File: src/sv/radial_vignette_pixel_unit_defines.svh
// ----------------------------------------------------------------------------
// Radial vignette pixel unit: assertion macros
// Shared concurrent assertion forms, clocked on clk and quiet during rst.
// ----------------------------------------------------------------------------
`ifndef RADIAL_VIGNETTE_PIXEL_UNIT_DEFINES_SVH
`define RADIAL_VIGNETTE_PIXEL_UNIT_DEFINES_SVH

// same-cycle implication
`define RVP_ASSERT_IMPL(lbl, ante, cons, msg) \
  lbl: assert property (@(posedge clk) disable iff (rst) (ante) |-> (cons)) \
    else $error(msg);

// next-cycle implication
`define RVP_ASSERT_NEXT(lbl, ante, cons, msg) \
  lbl: assert property (@(posedge clk) disable iff (rst) (ante) |=> (cons)) \
    else $error(msg);

// invariant
`define RVP_ASSERT_ALWAYS(lbl, expr, msg) \
  lbl: assert property (@(posedge clk) disable iff (rst) (expr)) \
    else $error(msg);

`endif

File: src/sv/rvp_pkg.sv
// ----------------------------------------------------------------------------
// Radial vignette pixel unit: package
// Field widths, register indexes, effect codes and the controller command set.
// ----------------------------------------------------------------------------
`default_nettype none

package rvp_pkg;

  localparam int PIX_W   = 8;
  localparam int CFG_W   = 13;
  localparam int MODE_W  = 2;
  localparam int INDEX_W = 2;
  localparam int CFG_MAX = 2 ** CFG_W - 1;

  localparam logic [PIX_W-1:0] PIX_MAX = 8'd255;

  localparam logic [INDEX_W-1:0] REG_WIDTH  = 2'd0;
  localparam logic [INDEX_W-1:0] REG_HEIGHT = 2'd1;
  localparam logic [INDEX_W-1:0] REG_MODE   = 2'd2;

  localparam logic [MODE_W-1:0] MODE_DARKEN  = 2'd0;
  localparam logic [MODE_W-1:0] MODE_LIGHTEN = 2'd1;
  localparam logic [MODE_W-1:0] MODE_PASS    = 2'd2;

  typedef struct packed {
    logic load;
    logic sqx;
    logic sqy;
    logic root_step;
    logic square;
    logic mul;
    logic div_init;
    logic div_step;
    logic out_load;
  } cmd_t;

endpackage

`default_nettype wire

File: src/sv/radial_vignette_pixel_unit.sv
// ----------------------------------------------------------------------------
// Radial vignette pixel unit: top level
// Quadratic radial darken, lighten or pass of a raster-order RGB pixel stream.
// ----------------------------------------------------------------------------
//  channel | handshake            | payload
//  --------+----------------------+-------------------------------------------
//  in      | in_valid / in_stall  | red_in, green_in, blue_in
//  out     | out_valid / out_stall| red_out, green_out, blue_out, frame_end
//  cfg     | cfg_valid / cfg_ready| cfg_index, cfg_data
//
//  One pixel is in flight at a time, paced by the one-bit-per-cycle square
//  root of CW = clog2(min(MAX_DIM, 8191)) bits (12 at MAX_DIM = 4096) and the
//  eight-step quotient lanes.
//  A finished result sits in the output register; the next pixel is taken
//  while it waits, and only a second finished result waits for out_stall.
//  rst is synchronous; cfg_ready is always high.
// ----------------------------------------------------------------------------
`default_nettype none

module radial_vignette_pixel_unit #(
  parameter int MAX_DIM = 4096
) (
  input  wire logic                           clk,
  input  wire logic                           rst,
  input  wire logic                           in_valid,
  output logic                                in_stall,
  input  wire logic [rvp_pkg::PIX_W-1:0]      red_in,
  input  wire logic [rvp_pkg::PIX_W-1:0]      green_in,
  input  wire logic [rvp_pkg::PIX_W-1:0]      blue_in,
  output logic                                out_valid,
  input  wire logic                           out_stall,
  output logic      [rvp_pkg::PIX_W-1:0]      red_out,
  output logic      [rvp_pkg::PIX_W-1:0]      green_out,
  output logic      [rvp_pkg::PIX_W-1:0]      blue_out,
  output logic                                frame_end,
  input  wire logic                           cfg_valid,
  output logic                                cfg_ready,
  input  wire logic [rvp_pkg::INDEX_W-1:0]    cfg_index,
  input  wire logic [rvp_pkg::CFG_W-1:0]      cfg_data
);
  import rvp_pkg::*;

  localparam int EFF_MAX = (MAX_DIM < CFG_MAX) ? MAX_DIM : CFG_MAX;
  localparam int CW      = $clog2(EFF_MAX);

  cmd_t cmd;

  assign cfg_ready = 1'b1;

  rvp_ctrl #(
    .ROOT_STEPS (CW)
  ) u_ctrl (
    .clk       (clk),
    .rst       (rst),
    .in_valid  (in_valid),
    .in_stall  (in_stall),
    .out_valid (out_valid),
    .out_stall (out_stall),
    .cmd       (cmd)
  );

  rvp_datapath #(
    .MAX_DIM (MAX_DIM)
  ) u_datapath (
    .clk       (clk),
    .rst       (rst),
    .cmd       (cmd),
    .cfg_we    (cfg_valid && cfg_ready),
    .cfg_index (cfg_index),
    .cfg_data  (cfg_data),
    .red_in    (red_in),
    .green_in  (green_in),
    .blue_in   (blue_in),
    .red_out   (red_out),
    .green_out (green_out),
    .blue_out  (blue_out),
    .frame_end (frame_end)
  );

endmodule

`default_nettype wire

File: src/sv/rvp_datapath.sv
// ----------------------------------------------------------------------------
// Radial vignette pixel unit: datapath
// Frame counters, registers, squares, bit-serial root and three quotient lanes.
// ----------------------------------------------------------------------------
`default_nettype none

`include "radial_vignette_pixel_unit_defines.svh"

module rvp_datapath #(
  parameter int MAX_DIM = 4096
) (
  input  wire logic                           clk,
  input  wire logic                           rst,
  input  wire rvp_pkg::cmd_t                  cmd,
  input  wire logic                           cfg_we,
  input  wire logic [rvp_pkg::INDEX_W-1:0]    cfg_index,
  input  wire logic [rvp_pkg::CFG_W-1:0]      cfg_data,
  input  wire logic [rvp_pkg::PIX_W-1:0]      red_in,
  input  wire logic [rvp_pkg::PIX_W-1:0]      green_in,
  input  wire logic [rvp_pkg::PIX_W-1:0]      blue_in,
  output logic      [rvp_pkg::PIX_W-1:0]      red_out,
  output logic      [rvp_pkg::PIX_W-1:0]      green_out,
  output logic      [rvp_pkg::PIX_W-1:0]      blue_out,
  output logic                                frame_end
);
  import rvp_pkg::*;

  localparam int EFF_MAX = (MAX_DIM < CFG_MAX) ? MAX_DIM : CFG_MAX;
  localparam int CW      = $clog2(EFF_MAX);
  localparam int EW      = $clog2(EFF_MAX + 1);
  localparam int SW      = 2 * CW;
  localparam int NW      = SW + PIX_W;

  // configuration
  logic [CFG_W-1:0]  image_width;
  logic [CFG_W-1:0]  image_height;
  logic [MODE_W-1:0] effect_mode;

  // frame position
  logic [CW-1:0] column_count;
  logic [CW-1:0] row_count;

  logic [EW-1:0] eff_w;
  logic [EW-1:0] eff_h;
  logic [CW-1:0] xc;
  logic [CW-1:0] yc;
  logic          col_last;
  logic          row_last;

  // item working registers
  logic [PIX_W-1:0] pix [3];
  logic [CW-1:0]    dx;
  logic [CW-1:0]    dy;
  logic             fe;
  logic [SW-1:0]    acc;
  logic [SW-1:0]    big;
  logic [SW-1:0]    rad;
  logic [CW-1:0]    rem;
  logic [CW-1:0]    root;
  logic [SW-1:0]    d2;
  logic [NW-1:0]    num [3];
  logic [SW-1:0]    drem [3];
  logic [PIX_W-1:0] nlo [3];
  logic [PIX_W-1:0] quo [3];

  logic [CW+1:0]    rem_t;
  logic [CW+1:0]    trial;
  logic             root_ge;
  logic             bypass;

  function automatic logic [EW-1:0] eff_dim(input logic [CFG_W-1:0] v);
    logic [EW-1:0] r;
    if (v == '0) begin
      r = EW'(1);
    end else if (v > CFG_W'(EFF_MAX)) begin
      r = EW'(EFF_MAX);
    end else begin
      r = EW'(v);
    end
    return r;
  endfunction

  assign eff_w    = eff_dim(image_width);
  assign eff_h    = eff_dim(image_height);
  assign xc       = CW'(eff_w >> 1);
  assign yc       = CW'(eff_h >> 1);
  assign col_last = (EW'(column_count) + EW'(1)) == eff_w;
  assign row_last = (EW'(row_count) + EW'(1)) == eff_h;

  assign rem_t   = {rem, rad[SW-1 -: 2]};
  assign trial   = {root, 2'b01};
  assign root_ge = rem_t >= trial;

  assign bypass = (big == '0) ||
                  ((effect_mode != MODE_DARKEN) && (effect_mode != MODE_LIGHTEN));

  // configuration and frame counters
  always_ff @(posedge clk) begin
    if (rst) begin
      image_width  <= CFG_W'(1);
      image_height <= CFG_W'(1);
      effect_mode  <= MODE_PASS;
      column_count <= '0;
      row_count    <= '0;
    end else if (cfg_we) begin
      unique case (cfg_index)
        REG_WIDTH: begin
          image_width  <= cfg_data;
          column_count <= '0;
          row_count    <= '0;
        end
        REG_HEIGHT: begin
          image_height <= cfg_data;
          column_count <= '0;
          row_count    <= '0;
        end
        REG_MODE: begin
          effect_mode <= cfg_data[MODE_W-1:0];
        end
        default: begin
        end
      endcase
    end else if (cmd.load) begin
      if (col_last) begin
        column_count <= '0;
        row_count    <= row_last ? '0 : row_count + CW'(1);
      end else begin
        column_count <= column_count + CW'(1);
      end
    end
  end

  // arithmetic sequence
  always_ff @(posedge clk) begin
    if (cmd.load) begin
      pix[0] <= red_in;
      pix[1] <= green_in;
      pix[2] <= blue_in;
      dx     <= (column_count >= xc) ? column_count - xc : xc - column_count;
      dy     <= (row_count >= yc) ? row_count - yc : yc - row_count;
      fe     <= col_last && row_last;
    end
    if (cmd.sqx) begin
      acc <= SW'(dx) * SW'(dx);
      big <= SW'(xc) * SW'(xc);
    end
    if (cmd.sqy) begin
      rad  <= acc + SW'(dy) * SW'(dy);
      big  <= big + SW'(yc) * SW'(yc);
      rem  <= '0;
      root <= '0;
    end
    // one root bit per step, two radicand bits consumed
    if (cmd.root_step) begin
      rem  <= root_ge ? CW'(rem_t - trial) : CW'(rem_t);
      root <= CW'({root, root_ge});
      rad  <= rad << 2;
    end
    if (cmd.square) begin
      d2 <= SW'(root) * SW'(root);
    end
    for (int k = 0; k < 3; k++) begin
      if (cmd.mul) begin
        if (effect_mode == MODE_DARKEN) begin
          num[k] <= NW'(pix[k]) * NW'(big - d2);
        end else begin
          num[k] <= NW'(PIX_MAX - pix[k]) * NW'(d2);
        end
      end
      // quotient fits in eight bits, so the top of the product is already below big
      if (cmd.div_init) begin
        drem[k] <= num[k][NW-1:PIX_W];
        nlo[k]  <= num[k][PIX_W-1:0];
        quo[k]  <= '0;
      end
      if (cmd.div_step) begin
        if ({drem[k], nlo[k][PIX_W-1]} >= {1'b0, big}) begin
          drem[k] <= SW'({drem[k], nlo[k][PIX_W-1]} - {1'b0, big});
          quo[k]  <= {quo[k][PIX_W-2:0], 1'b1};
        end else begin
          drem[k] <= SW'({drem[k], nlo[k][PIX_W-1]});
          quo[k]  <= {quo[k][PIX_W-2:0], 1'b0};
        end
        nlo[k] <= nlo[k] << 1;
      end
    end
    if (cmd.out_load) begin
      frame_end <= fe;
      if (bypass) begin
        red_out   <= pix[0];
        green_out <= pix[1];
        blue_out  <= pix[2];
      end else if (effect_mode == MODE_LIGHTEN) begin
        red_out   <= pix[0] + quo[0];
        green_out <= pix[1] + quo[1];
        blue_out  <= pix[2] + quo[2];
      end else begin
        red_out   <= quo[0];
        green_out <= quo[1];
        blue_out  <= quo[2];
      end
    end
  end

  `RVP_ASSERT_ALWAYS(a_col_in_frame, EW'(column_count) < eff_w, "column count left the frame")
  `RVP_ASSERT_ALWAYS(a_row_in_frame, EW'(row_count) < eff_h, "row count left the frame")

endmodule

`default_nettype wire

File: src/sv/rvp_ctrl.sv
// ----------------------------------------------------------------------------
// Radial vignette pixel unit: controller
// Sequences one pixel through the datapath and owns the result valid flag.
// ----------------------------------------------------------------------------
`default_nettype none

`include "radial_vignette_pixel_unit_defines.svh"

module rvp_ctrl #(
  parameter int ROOT_STEPS = 12
) (
  input  wire logic          clk,
  input  wire logic          rst,
  input  wire logic          in_valid,
  output logic               in_stall,
  output logic               out_valid,
  input  wire logic          out_stall,
  output rvp_pkg::cmd_t      cmd
);
  import rvp_pkg::*;

  localparam int MAX_STEPS = (ROOT_STEPS > PIX_W) ? ROOT_STEPS : PIX_W;
  localparam int CNT_W     = (MAX_STEPS > 1) ? $clog2(MAX_STEPS) : 1;

  typedef enum logic [3:0] {
    S_IDLE,
    S_SQX,
    S_SQY,
    S_ROOT,
    S_SQR,
    S_MUL,
    S_DINIT,
    S_DIV,
    S_HOLD
  } state_t;

  state_t           state;
  logic [CNT_W-1:0] cnt;

  assign in_stall = (state != S_IDLE);

  always_comb begin
    cmd = '0;
    unique case (state)
      S_IDLE:  cmd.load      = in_valid;
      S_SQX:   cmd.sqx       = 1'b1;
      S_SQY:   cmd.sqy       = 1'b1;
      S_ROOT:  cmd.root_step = 1'b1;
      S_SQR:   cmd.square    = 1'b1;
      S_MUL:   cmd.mul       = 1'b1;
      S_DINIT: cmd.div_init  = 1'b1;
      S_DIV:   cmd.div_step  = 1'b1;
      S_HOLD:  cmd.out_load  = !out_valid || !out_stall;
      default: cmd = '0;
    endcase
  end

  always_ff @(posedge clk) begin
    if (rst) begin
      state     <= S_IDLE;
      cnt       <= '0;
      out_valid <= 1'b0;
    end else begin
      if (cmd.out_load) begin
        out_valid <= 1'b1;
      end else if (!out_stall) begin
        out_valid <= 1'b0;
      end
      unique case (state)
        S_IDLE: begin
          if (in_valid) state <= S_SQX;
        end
        S_SQX: state <= S_SQY;
        S_SQY: begin
          state <= S_ROOT;
          cnt   <= CNT_W'(ROOT_STEPS - 1);
        end
        S_ROOT: begin
          if (cnt == '0) state <= S_SQR;
          else cnt <= cnt - CNT_W'(1);
        end
        S_SQR: state <= S_MUL;
        S_MUL: state <= S_DINIT;
        S_DINIT: begin
          state <= S_DIV;
          cnt   <= CNT_W'(PIX_W - 1);
        end
        S_DIV: begin
          if (cnt == '0) state <= S_HOLD;
          else cnt <= cnt - CNT_W'(1);
        end
        S_HOLD: begin
          if (cmd.out_load) state <= S_IDLE;
        end
        default: state <= S_IDLE;
      endcase
    end
  end

  `RVP_ASSERT_NEXT(a_single_item, cmd.load, !cmd.load, "pixel accepted while one is in flight")
  `RVP_ASSERT_IMPL(a_no_overwrite, cmd.out_load, !out_valid || !out_stall, "result overwritten")
  `RVP_ASSERT_NEXT(a_load_sets_valid, cmd.out_load, out_valid, "loaded result not offered")

endmodule

`default_nettype wire
File: config.mk
export PLATFORM = sky130hd
export DESIGN_NAME = radial_vignette_pixel_unit
export DESIGN_NICKNAME = d
export VERILOG_FILES = /design/src/sv/rvp_pkg.sv /design/src/sv/radial_vignette_pixel_unit.sv /design/src/sv/rvp_datapath.sv /design/src/sv/rvp_ctrl.sv
export VERILOG_INCLUDE_DIRS = /design/src /design/src/sv
export SDC_FILE = /design/constraint.sdc
export NUM_CORES = 2
export LEC_CHECK = 0
export ABC_CLOCK_PERIOD_IN_PS = 18700
export BUFFER_PORTS_ARGS = -buffer_cell sky130_fd_sc_hd__buf_2
export CORE_AREA = 8 8 502 602
export CTS_CLUSTER_DIAMETER = 120
export CTS_CLUSTER_SIZE = 40
export DETAILED_ROUTE_END_ITERATION = 8
export DIE_AREA = 0 0 510 610
export GPL_ROUTABILITY_DRIVEN = 0
export PLACE_DENSITY = 0.43
export SYNTH_ARGS = -nofsm -noshare
export SYNTH_HDL_FRONTEND = slang
export SYNTH_SLANG_ARGS = --single-unit
File: constraint.sdc
create_clock -name clk -period 18.7 [get_ports clk]
set_input_delay 1.87 -clock clk [delete_from_list [all_inputs] [get_ports clk]]
set_output_delay 1.87 -clock clk [all_outputs]
set_load 0.02 [all_outputs]
==> impl_metrics.csv <==
group,metric,value,unit
status,status,"finished clean",
routing,routed_via_density,4.826,
clock_tree,cts_made_buffers,29,
synth,synthCells,9505,
global_routing,antenna_found_initial,16,
routing,ant_nets,0,
final_layout,n_fill_cell,30740,
timing,setup_tns,0,ns
timing,tightest_slew,1.142,ns
global_routing,grtUsageMet3,1.194,%
clock_tree,clk_pin_slew_worst_paths,0.14,ns
floorplan,start_util,29.83,%
timing,min_period_over_period,48.37,%
final_layout,layout.nets,11840,
critical_path,arrival,9.57,ns
synth,synthFlopType,"edfxtp_1",
synth,synth-seq-area-share,15.40,%
synth,synth_top_area_share,29.61,%
synth,synth_warnings,0,
clock_tree,cts_max_level,1,
synth,syn_area_per_cell,9.184,sq um
critical_path,path_class,"register to register",
floorplan,num_rows,218,
global_routing,grt_max_degree,86,
run,drv_cap,0,
timing,slew_headroom,21.87,%
final_layout,mostFrequentLayoutCells,"inv_1 (1717), fa_1 (1291), ha_1 (1062)",
timing,max_freq,0.1106,GHz
synth,synth_edf_count,405,
global_routing,grtUsageMet2,34.54,%
routing,firstDrtPassIters,6,
floorplan,io-pin-count,72,
clock_tree,cts_tree,"built",
final_layout,fin_util,32.12,%
clock_tree,cts-root-buf,"clkbuf_16",
placement,dp_hpwl,229700,um
synth,syn-cell-area,87290,sq um
timing,rsz0062_at_grt,"false",
timing,hold_viol_final,0,
global_routing,grt-busiest-layer,"met2",
critical_path,crit_fanout,24,
timing,finalMaxSlewViolations,0,
routing,first_iter_violations,3167,
clock_tree,clock_path_buffers,3,
synth,yosys-top-cells-area,"fa_1 (30%), ha_1 (15%), edfxtp_1 (14%)",
placement,port_buffers,70,
placement,pre_cts_slack,9.559,ns
clock_tree,hold_buffers,0,
critical_path,reg2regPathDepth,25,
global_routing,grt_pass1_wl,436500,um
global_routing,grt-ovfl-total,0,
timing,finClkSkew,0.1354,ns
critical_path,end_kind,"register",
synth,synth.largest_area_cell,"fa_1",
floorplan,coreArea,292700,sq um
timing,fin_crit,9.045,ns
routing,vias,64270,
critical_path,cp.required,19.22,ns
worst_hold_path,hold_depth,2,
synth,ys_seq_elements,469,
global_routing,met1_usage,22.17,%
synth,ys_async_sr_fraction,0,%
final_layout,drive_gt1_share,4.090,%
final_layout,area_growth,7.688,%
routing,drt-total-wl,284500,um
clock_tree,cts.sinks,469,
floorplan,die_h,610,um
routing,wl_per_cell,21.36,um
final_layout,mostFrequentLayoutCell,"inv_1",
floorplan,die_x,510,um
routing,drc,0,
clock_tree,ctsResizeCount,0,
timing,setup_viol,0,
global_routing,grt_pass1_vias,70540,
clock_tree,insertion_delay,0.78,ns
worst_hold_path,hold_path.class,"register to register",
clock_tree,cts_setup_buffers,0,
timing,fin_ws,9.655,ns
global_routing,grt_usage,18.25,%
critical_path,startpoint_type,"register",
synth,netlist-cell-type-count,88,
floorplan,dieArea,311100,sq um
-- kinds of logic after synthesis --
family                     Yosys count  synth area share [%]
AOI/OAI and AO/OA                 1264                 9.056
xor gates and xnor gates           444                 4.486
adders and majority gates         2353                 44.83
buffers and inverters             2097                 9.050
DFF                                469                 15.40
muxes                              137                 1.601
other                                2              0.008603
and+or+nand+nor                   2739                 15.57
-- per-stage QoR --
stage / instances / hold slack [ns] / cell area, sq um
2_1_floorplan: 9559 / 0.4003 / 87500
3_3_place_gp: 13260 / 0.4376 / 92660
3_5_place_dp: 13260 / 0.4231 / 92670
4_1_cts: 13310 / 0.4666 / 93990
5_1_grt: 13320 / 0.4844 / 94000
6_report: 13320 / 0.4644 / 94010
-- layout make-up --
| cell class | count | area, sq um | share of cell area, % |
|---|---|---|---|
| clock inverter | 25 | 596.8 | 0.6349 |
| timing repair buffer | 217 | 1479 | 1.573 |
| sequential | 469 | 13440 | 14.30 |
| clock buffer | 29 | 725.7 | 0.7720 |
| multi-input combinational | 6993 | 66440 | 70.67 |
| inverter | 1730 | 6494 | 6.908 |
| antenna | 6 | 15.01 | 0.01597 |
| tap | 3850 | 4817 | 5.124 |
-- metal layers --
layer	routed length, um	vias up	share of wire [%]
li1	-	29990	-
met1	116700	33050	41
met2	151100	936	53
met3	7779	296	2.7
met4	8886	0	3.1
met5	0	-	0
-- Yosys cell counts, drive strengths merged, types with 24 or more instances --
cell and instances:
or3 30, a21oi 384, inv 1721, o21bai 49
a31oi 32, nor2b 112, clkbuf 343, o21a 64
nand3 76, a21o 150, o31ai 37, nand2 758
xnor2 290, o21ai 330, and2 533, xor2 152
nor2 621, edfxtp 405, and3 34, ha 1062
nand4 30, fa 1291, nor3 88, dfxtp 64
nand2b 382, mux2i 116, buf 24, a211oi 42
-- critical path: stages, from the launching register on --
cell and delay, ns:
edfxtp_1 0.93, inv_1 0.35, ha_1 0.47, inv_1 0.10
o31ai_1 0.67, nand2_1 0.20, xnor2_2 0.17, buf_4 0.23
and2_1 0.22, fa_1 0.50, fa_1 0.54, inv_1 0.05
fa_1 0.46, fa_1 0.49, inv_1 0.04, ha_1 0.36
or4_1 0.50, o22ai_1 0.19, a2111oi_0 0.18, o311ai_1 0.83
o21ai_0 0.37, o311ai_1 0.35, nand2b_1 0.15, o31ai_1 0.27
xnor2_1 0.15, o21ai_1 0.07
-- flip-flops by register name (all words and copies together), names as in the netlist, 23 cells and up --
| signal | cells |
|---|---|
| u_datapath.rad | 24 |
| u_datapath.quo | 24 |
| u_datapath.d2 | 23 |
| u_datapath.num | 96 |
| u_datapath.pix | 24 |
| u_datapath.nlo | 24 |
| u_datapath.drem | 72 |
| u_datapath.acc | 23 |
| u_datapath.big | 24 |
-- path summary, 6_finish.rpt --
kind | from | to | slack, ns
worst max-delay path | u_datapath.d2[5]$_DFFE_PP_ | u_datapath.num[0][31]$_DFFE_PP_ | 9.65
worst min-delay path | u_datapath.rad[0]$_SDFFE_PP0P_ | u_datapath.rad[0]$_SDFFE_PP0P_ | 0.46
worst max register to register | u_datapath.d2[5]$_DFFE_PP_ | u_datapath.num[0][31]$_DFFE_PP_ | 9.65
worst min register to register | u_datapath.rad[0]$_SDFFE_PP0P_ | u_datapath.rad[0]$_SDFFE_PP0P_ | 0.46
Power is not shown: default switching activity piles up to over one toggle a cycle in this logic, so the estimate is an artifact.
